$ cat src/hw/rtl/twcr_pkg.sv
// ----------------------------------------------------------------------------
// Textured wall column renderer package
// Shared widths, constants and payload types.
// ----------------------------------------------------------------------------
package twcr_pkg;

    localparam int TILE_PIXELS = 64;
    localparam int TEX_SIDE    = 64;
    localparam int TEX_COUNT   = 4;
    localparam int TILE_BITS   = $clog2(TILE_PIXELS);
    localparam int SIDE_BITS   = $clog2(TEX_SIDE);
    localparam int PICK_BITS   = $clog2(TEX_COUNT);
    localparam int IDX_BITS    = 2 * SIDE_BITS;
    localparam int TEX_ADDR_W  = PICK_BITS + IDX_BITS;
    localparam int TEX_DEPTH   = TEX_COUNT * TEX_SIDE * TEX_SIDE;

    // Divider widths: dividend below 64 * 2^24, divisor below 2^25.
    localparam int DIV_NUM_W   = 24 + TILE_BITS;
    localparam int DIV_DEN_W   = 25;
    localparam int DIV_CNT_W   = $clog2(DIV_NUM_W + 1);

    localparam logic [15:0] STRIP_MAX = 16'hFFFF;

    typedef enum logic [1:0] {
        MODE_WRITE = 2'd0,
        MODE_LOAD  = 2'd1,
        MODE_FETCH = 2'd2,
        MODE_NOP   = 2'd3
    } t_mode;

    // Wall texture numbers.
    localparam logic [1:0] TEX_NORTH = 2'd0;
    localparam logic [1:0] TEX_SOUTH = 2'd1;
    localparam logic [1:0] TEX_WEST  = 2'd2;
    localparam logic [1:0] TEX_EAST  = 2'd3;

    localparam logic REG_SCREEN_HEIGHT = 1'b0;
    localparam logic REG_PROJECTION    = 1'b1;

    typedef struct packed {
        logic [1:0]  mode;
        logic [1:0]  texture_pick;
        logic [11:0] texel_index;
        logic [31:0] texel_color;
        logic [23:0] ray_distance;
        logic [15:0] cos_offset;
        logic [15:0] hit_x;
        logic [15:0] hit_y;
        logic        hit_vertical;
        logic        facing_up;
        logic        facing_left;
        logic [11:0] row;
    } t_in_item;

    typedef struct packed {
        logic [31:0] color;
        logic        in_wall;
        logic [12:0] wall_top;
        logic [12:0] wall_bottom;
        logic [15:0] strip_height;
    } t_out_item;

endpackage

$ cat src/hw/rtl/twcr_div.sv
// ----------------------------------------------------------------------------
// Iterative divider
// Restoring unsigned division, one quotient bit per cycle.
// ----------------------------------------------------------------------------
module twcr_div (
    input  logic                                i_clk,
    input  logic                                i_rst_n,
    input  logic                                i_start,
    input  logic [twcr_pkg::DIV_NUM_W-1:0]      i_num,
    input  logic [twcr_pkg::DIV_DEN_W-1:0]      i_den,
    output logic                                o_done,
    output logic [twcr_pkg::DIV_NUM_W-1:0]      o_quot
);
    localparam int NW = twcr_pkg::DIV_NUM_W;
    localparam int DW = twcr_pkg::DIV_DEN_W;

    logic [NW-1:0]                   r_quot;
    logic [DW:0]                     r_rem;
    logic [DW-1:0]                   r_den;
    logic [twcr_pkg::DIV_CNT_W-1:0]  r_cnt;
    logic                            r_busy;
    logic                            r_done;
    logic [DW:0]                     n_trial;
    logic [DW:0]                     n_shift;

    // Shift in the next dividend bit and try a subtraction.
    always_comb begin
        n_shift = {r_rem[DW-1:0], r_quot[NW-1]};
        n_trial = n_shift - {1'b0, r_den};
    end

    always_ff @(posedge i_clk) begin
        if (!i_rst_n) begin
            r_busy <= 1'b0;
            r_done <= 1'b0;
            r_cnt  <= '0;
        end else begin
            r_done <= 1'b0;
            if (i_start) begin
                r_busy <= 1'b1;
                r_cnt  <= twcr_pkg::DIV_CNT_W'(NW);
                r_quot <= i_num;
                r_rem  <= '0;
                r_den  <= i_den;
            end else if (r_busy) begin
                if (!n_trial[DW]) begin
                    r_rem <= n_trial;
                end else begin
                    r_rem <= n_shift;
                end
                r_quot <= {r_quot[NW-2:0], ~n_trial[DW]};
                r_cnt  <= r_cnt - 1'b1;
                if (r_cnt == twcr_pkg::DIV_CNT_W'(1)) begin
                    r_busy <= 1'b0;
                    r_done <= 1'b1;
                end
            end
        end
    end

    assign o_done = r_done;
    assign o_quot = r_quot;
endmodule
$ cat config.mk
export PLATFORM = sky130hd
export DESIGN_NAME = twcr_div
export DESIGN_NICKNAME = d
export VERILOG_FILES = /design/src/hw/rtl/twcr_pkg.sv /design/src/hw/rtl/twcr_div.sv
export SDC_FILE = /design/constraint.sdc
export NUM_CORES = 1
export LEC_CHECK = 0
export ABC_AREA = 1
export BUFFER_PORTS_ARGS = -buffer_cell sky130_fd_sc_hd__clkbuf_2
export CAP_MARGIN = 25
export CORE_MARGIN = 3
export CORE_UTILIZATION = 30
export CTS_BUF_LIST = sky130_fd_sc_hd__clkbuf_16
export CTS_CLUSTER_SIZE = 25
export DETAILED_ROUTE_END_ITERATION = 16
export GPL_ROUTABILITY_DRIVEN = 0
export PLACE_DENSITY = 0.48
export SLEW_MARGIN = 20
export SYNTH_ARGS = -nofsm -noshare
export SYNTH_HDL_FRONTEND = slang
export SYNTH_SLANG_ARGS = --single-unit
$ cat constraint.sdc
create_clock -name i_clk -period 7.2 [get_ports i_clk]
set_input_delay 0.72 -clock i_clk [delete_from_list [all_inputs] [get_ports i_clk]]
set_output_delay 0.72 -clock i_clk [all_outputs]
set_load 0.05 [all_outputs]
==> reports/qor.yml, run 1 <==
yosys:
  synth_common_cells: "302 x nand2_1, 125 x inv_1, 87 x nor2_1, 80 x edfxtp_1, 27 x ha_1"
  synth_flop_cell: "edfxtp_1"
  ys_ff_latch: 87
  yosysSeqAreaShare_pct: 45.61
  ys_types: 31
  synth.largest_area_cell: "edfxtp_1"
  synth_warnings: 0
  ys_top_cells_by_area: "edfxtp_1 43%, nand2_1 20%, inv_1 8.4%, ha_1 6.1%, nor2_1 5.9%"
  synth_top_cell_area_share_pct: 43.10
  synth_edf_count: 80
  ys_async_sr_fraction_pct: 0
  syn_nets: 832
  netlist_area_um2: 5574
  syn_inst: 746
  yosysMostFrequentCell: "nand2_1"
  syn_area_per_cell_um2: 7.472
clock_network:
  clock-sinks: 87
  cts_root_buffer: "clkbuf_16"
  cts_tree: "built"
  clockBufferDepth: 2
  cts_resized: 0
  postCtsSetupBuffers: 0
  htreeDepth: 3
  clkTransAtPathRegs_ns: 0.07
  cts_hold_buf: 0
  cts_buffers: 9
  insertion_delay_ns: 0.36
die:
  die_h_um: 142.3
  die-width_um: 142.3
  ioPinCount: 89
  dieArea_um2: 20250
  initial_core_util_pct: 30.82
  core_um2: 18090
  rows: 49
drt:
  wl_per_cell_um: 12.85
  firstDrtPassIters: 5
  detail_route.vias_per_cell: 4.307
  drc: 0
  drt-total-wl_mm: 13.73
  initialDrtViolationCount: 231
  vias: 4600
  ant_nets: 0
grt:
  grt_max_degree: 57
  antenna_found_initial: 0
  grt_pass1_wl_mm: 22.71
  grt_overflow: 0
  grt_pass1_vias: 4500
  grt_use_total_pct: 14.12
hold_path:
  hp-start: "r_cnt[3]"
  worst_hold_path_type: "flop to flop"
critical_path:
  start_kind: "input port"
  critPathMaxFanout: 36
  cp_data_required_time_ns: 7.20
  cp_data_arrival_time_ns: 2.70
  crit_type: "input port to flop"
  crit_path_end_kind: "flop"
  reg2reg_from: "o_quot[29]"
  crit_start: "i_start"
timing:
  holdWs_ns: 0.4818
  slew_headroom_pct: 39.96
  fin_worst_skew_ns: 0.01017
  period_needed_ns: 2.692
  slew_violations: 0
  rsz0062_at_grt: "false"
  setup_ws_ns: 4.508
  fmax_ghz: 0.3714
  fin_tns_setup_ns: 0
  tightest_slew_ns: 0.8986
  fin_crit_sh_pct: 37.40
  hold_viol: 0
  setup_viol: 0
power_and_ir_drop:
  p_leak_nw: 3.414
  total_power_mw: 1.590
  pwr-share-seq_pct: 39.3
  switching_power_uw: 535.1
  cellPowerDensity_nw_per_um2: 241.7
  swShare_pct: 33.66
  p_int_mw: 1.054
  pwr-share-clk_pct: 33.9
  combPwrFrac_pct: 26.8
  peakVddDrop_v: 0.0001139
layout:
  instances_no_fill: 1068
  seqCellArea_um2: 2542
  post_route_cells_drive_above_1_share_pct: 14.90
  nNetsFinal: 920
  fillers: 1918
  areaGrowthSynthToFinish_pct: 18.00
  antennaDiodeCount: 0
  fin_util_pct: 36.37
  multi_input_area_um2: 2480
  stdcell_area_um2: 6578
placed_design:
  dp_hpwl_mm: 10.17
  placed_area_um2: 6241
  place_ws_ns: 4.037
  port_buffers: 88
  dp.cells: 1052
run_status:
  status: "complete, no violations"
flow_run:
  cap_violations: 0
sequential cells by signal, summed over array words and instances, names as in the netlist:
signal  count
r_rem      25
o_done      1
o_quot     30
r_busy      1
r_cnt       5
r_den      25
cells in the final DEF, fill, tap and decap left out, types with 2 or more instances in the layout:
cell,instances
a31oi_1,3
nand3_2,3
dfxtp_1,7
bufinv_16,2
nor2_1,87
buf_4,3
o21ai_0,4
edfxtp_1,80
nand2_4,2
nor3_1,3
nand2_2,6
ha_1,27
xor2_1,10
inv_6,4
nand4_1,7
inv_1,124
clkbuf_2,88
nand3b_1,4
nand2_1,302
a21oi_1,15
clkbuf_16,9
xnor2_1,3
and2_1,3
nor4_1,2
nand3_1,26
o21bai_1,3
nor2_2,3
area by class of cell:
| cell class | instances | area share (%) |
|---|---|---|
| sequential | 87 | 38.65 |
| multi-input combinational | 520 | 37.70 |
| inverter | 125 | 7.133 |
| timing repair buffer | 91 | 7.038 |
| tap | 229 | 4.356 |
| clock buffer | 9 | 3.424 |
| clock inverter | 7 | 1.693 |
metal layers:
| metal | vias up | track usage, % | routed length [um] |
|---|---|---|---|
| li1 | 2486 | - | - |
| met1 | 1992 | 19.36 | 6700 |
| met2 | 108 | 21.71 | 5975 |
| met3 | 14 | 4.267 | 853 |
| met4 | 0 | 3.952 | 197 |
| met5 | - | 0 | 0 |
power groups by stage:
stage	clock network (mW)	logic [mW]	registers, mW
2_1_floorplan	0	0.293	0.671
3_3_place_gp	0	0.428	0.636
3_5_place_dp	0	0.428	0.635
4_1_cts	0.560	0.430	0.625
5_1_grt	0.578	0.488	0.629
6_report	0.540	0.426	0.624
critical path: stages:
cell and delay (ns):
clkbuf_2 0.56, inv_2 0.12, a21oi_4 0.75, buf_4 0.52
path summary, 6_finish.rpt:
path | slack [ns] | cells past startpoint | end
min | 0.48 | 2 | r_cnt[3]
max reg2reg | 4.63 | 11 | r_rem[16]
min reg2reg | 0.48 | 2 | r_cnt[3]
max | 4.51 | 4 | r_rem[24]
cells by family (layout without fill, tap and decap cells):
kind of cell / count (synthesis) / in the layout / share of synthesized area (%)
adder cells (fa/ha/maj): 28 / 28 / 6.420
XOR/XNOR: 13 / 13 / 2.043
AO/OA/AOI/OAI: 29 / 29 / 2.896
flip-flops: 87 / 87 / 45.61
AND/OR/NAND/NOR: 450 / 450 / 32.93
buffers and inverters: 139 / 232 / 10.10
No activity file was read; power rests on OpenSTA's default activity.
==> inputs of run 2 (changes only) <==
Settings changed: PLACE_DENSITY 0.48 to 0.49.
Clock period 7.2 ns to 2.3 ns, I/O delays scaled along.
==> run 2 against run 1 <==
Against the previous run:
- routed wire length grew 11%
- register-to-register slack lost 4.6 ns
- first-iteration DRC count grew 11%
- largest cell class is now multi-input gates
- sequential power grew to 3.2 times the previous value
- highest routed layer unchanged
- critical path type is now flop to flop
- worst hold slack lost 0.43 ns
- largest power group unchanged
==> reports/qor.yml, run 2 (same netlist as run 1, synthesis figures left out) <==
run_status:
  status: "complete, no violations"
placed_design:
  placed_area_um2: 6474  # +3.7%
  port_buffers: 88  # unchanged
  dp_hpwl_mm: 10.59  # +4.1%
  place_ws_ns: -0.05248  # -4.090 ns
clock_network:
  cts_root_buffer: "clkbuf_16"
  insertion_delay_ns: 0.36  # about the same
  htreeDepth: 3  # unchanged
  clockBufferDepth: 2  # unchanged
  cts_buffers: 9  # unchanged
  clkTransAtPathRegs_ns: 0.07  # about the same
  clock-sinks: 87  # unchanged
  cts_tree: "built"
  cts_hold_buf: 0  # unchanged
critical_path:
  critPathMaxFanout: 7  # -81%
  crit_type: "flop to flop"
  crit_path_end_kind: "flop"
  cp_data_arrival_time_ns: 2.36  # -0.34 ns
  max_stage_delay_ns: 0.36  # -0.39 ns
  reg2reg_setup_slack_ns: 0.05  # -4.58 ns
  start_kind: "flop"
  cp_num_buf_inv: 1  # -2
  slowest_stage: "edfxtp_1"
  critical-path-top-delay-family: "simple AND/OR/NAND/NOR gates"
  reg2reg_to: "r_rem[9]"
  reg2reg_depth: 12  # +1
  reg2reg_from: "r_den[14]"
  critical_path.cell_chain: "inv_1, ha_4, nand2_1, nand2_1, a21oi_2, nand2_2, a21oi_4, nand3_4, nand2_8, nand2_1, nand2_1, nor2_2"
  cp_common_cell: "nand2_1"
  cp_data_required_time_ns: 2.41  # -4.79 ns
grt:
  grt_pass1_vias: 4890  # +8.7%
  grt_max_degree: 57  # unchanged
  grt_pass1_wl_mm: 24.01  # +5.7%
  antenna_found_initial: 0  # unchanged
  grt_use_total_pct: 14.97  # +0.85 points
  grt_overflow: 0  # unchanged
hold_path:
  min_to: "r_den[14]"
  hp-start: "i_den[14]"
  worst_hold_path_type: "input port to flop"
  worstHoldPathCells: 1  # -1
power_and_ir_drop:
  cellPowerDensity_nw_per_um2: 713.8  # +200%
  peakVddDrop_v: 0.0004266  # +270%
  p_leak_nw: 3.673  # +7.6%
  total_power_mw: 5.296  # +230%
drt:
  route.layer.met1.wl_mm: 7.033  # +5.0%
  ant_nets: 0  # unchanged
  route.met2.wl_mm: 7.044  # +18%
  wl_per_cell_um: 13.64  # +6.1%
  dr_wl_met3_um: 929  # +8.9%
  firstDrtPassIters: 4  # -1
  drc: 0  # unchanged
  drt-total-wl_mm: 15.18  # +11%
  initialDrtViolationCount: 257  # +11%
  vias: 4920  # +7.0%
  detail_route.vias_per_cell: 4.420  # +2.6%
  top_layer_used: "met4"
die:
  initial_core_util_pct: 30.82  # unchanged
  dieArea_um2: 20250  # unchanged
  ioPinCount: 89  # unchanged
  die-width_um: 142.3  # unchanged
  core_um2: 18090  # unchanged
  rows: 49  # unchanged
  die_h_um: 142.3  # unchanged
layout:
  antennaDiodeCount: 0  # unchanged
  post_route_cells_drive_above_1_share_pct: 25.79  # +11 points
  final_common_cell: "nand2_1"
  fillers: 1834  # -4.4%
  largest_reg_flops: 30  # unchanged
  seqCellArea_um2: 2542  # unchanged
  stdcell_area_um2: 7420  # +13%
  multi_input_area_um2: 3034  # +22%
  final_cell_mix: "289 x nand2_1, 118 x inv_1, 88 x clkbuf_2, 80 x edfxtp_1, 78 x nor2_1"
  areaGrowthSynthToFinish_pct: 33.11
  nNetsFinal: 965  # +4.9%
timing:
  slew_headroom_pct: 70.73  # +31 points
  tightest_slew_ns: 0.4385  # -0.4601 ns
  slew_violations: 0  # unchanged
  fin_crit_sh_pct: 97.73
  fmax_ghz: 0.4449
  period_needed_ns: 2.248
  setup_ws_ns: 0.05211  # -4.455 ns
  setup_viol: 0  # unchanged
  hold_viol: 0  # unchanged
  fin_worst_skew_ns: 0.01228  # +0.002109 ns
  rsz0062_at_grt: "true"
flow_run:
  cap_violations: 0  # unchanged
-- run 2: cell count changes in the layout (fill, tap and decap cells not counted), moves of 3 or more --
| cell | change |
|---|---|
| nand3_1 | -3 |
| nor2_1 | -9 |
| nand2_1 | -13 |
| inv_1 | -6 |
| nand3_4 | +3 |
| nand2_8 | +8 |
| inv_2 | +6 |
| ha_1 | -23 |
| nor2_4 | +4 |
| ha_4 | +21 |
| nor2_2 | +5 |
| buf_4 | +40 |
| a21oi_1 | -3 |
| nand2_2 | +8 |
-- run 2: how the worst max path moves through the flow --
stage | slack [ns] | cells after the start | startpoint | to
2_1_floorplan | 0.01 | 15 | o_quot[29] | r_rem[22]
3_3_place_gp | 0.008 | 11 | r_rem[15] | r_rem[9]
3_5_place_dp | -0.05 | 11 | r_rem[15] | r_rem[1]
4_1_cts | -0.01 | 11 | r_rem[15] | r_rem[9]
5_1_grt | -0.07 | 12 | r_den[14] | r_rem[9]
6_report | 0.05 | 12 | r_den[14] | r_rem[9]
-- run 2: cell type report --
type | count | share of cell area, %
clock buffer | 9 | 3.035
tap | 229 | 3.862
clock inverter | 7 | 1.062
inverter | 125 | 6.324
multi-input combinational | 524 | 40.89
sequential | 87 | 34.27
timing repair buffer | 132 | 10.56
-- run 2: worst reg2reg max path, cell delays in order, from the launching register on --
cell	delay, ns
edfxtp_1	0.36
inv_1	0.11
ha_4	0.23
nand2_1	0.06
nand2_1	0.07
a21oi_2	0.19
nand2_2	0.13
a21oi_4	0.26
nand3_4	0.22
nand2_8	0.18
nand2_1	0.06
nand2_1	0.07
nor2_2	0.06
-- run 2: report_power, final --
part	internal [mW]	switching (mW)
clock network	0.859	0.694
logic	0.685	1.08
registers	1.89	0.0831
-- run 2: layer usage --
metal  up-vias  track usage (%)
li1       2581                -
met1      2233            18.89
met2        96            24.60
met3        10            5.410
met4         0            3.652
met5         -                0
-- run 2: stage by stage --
stage / util (%) / cells / setup TNS [ns] / hold slack [ns]
after detailed placement: 35.79 / 1080 / -0.4981 / 0.4091
after CTS: 37.77 / 1098 / -0.02717 / 0.03321
after global routing: 41.02 / 1113 / -0.7654 / 0.03184
after global placement: 35.79 / 1080 / 0 / 0.4092
final: 41.02 / 1113 / 0 / 0.04756
after floorplan: - / 746 / 0 / 0.3289
-- run 2: timing repair --
action / 4_1_cts / 5_1_grt
buffers inserted: 0 / 13
resized for setup: 6 / 74
setup endpoints to repair: 25 / 26
pin swaps: 3 / 23
gates cloned: 2 / 2
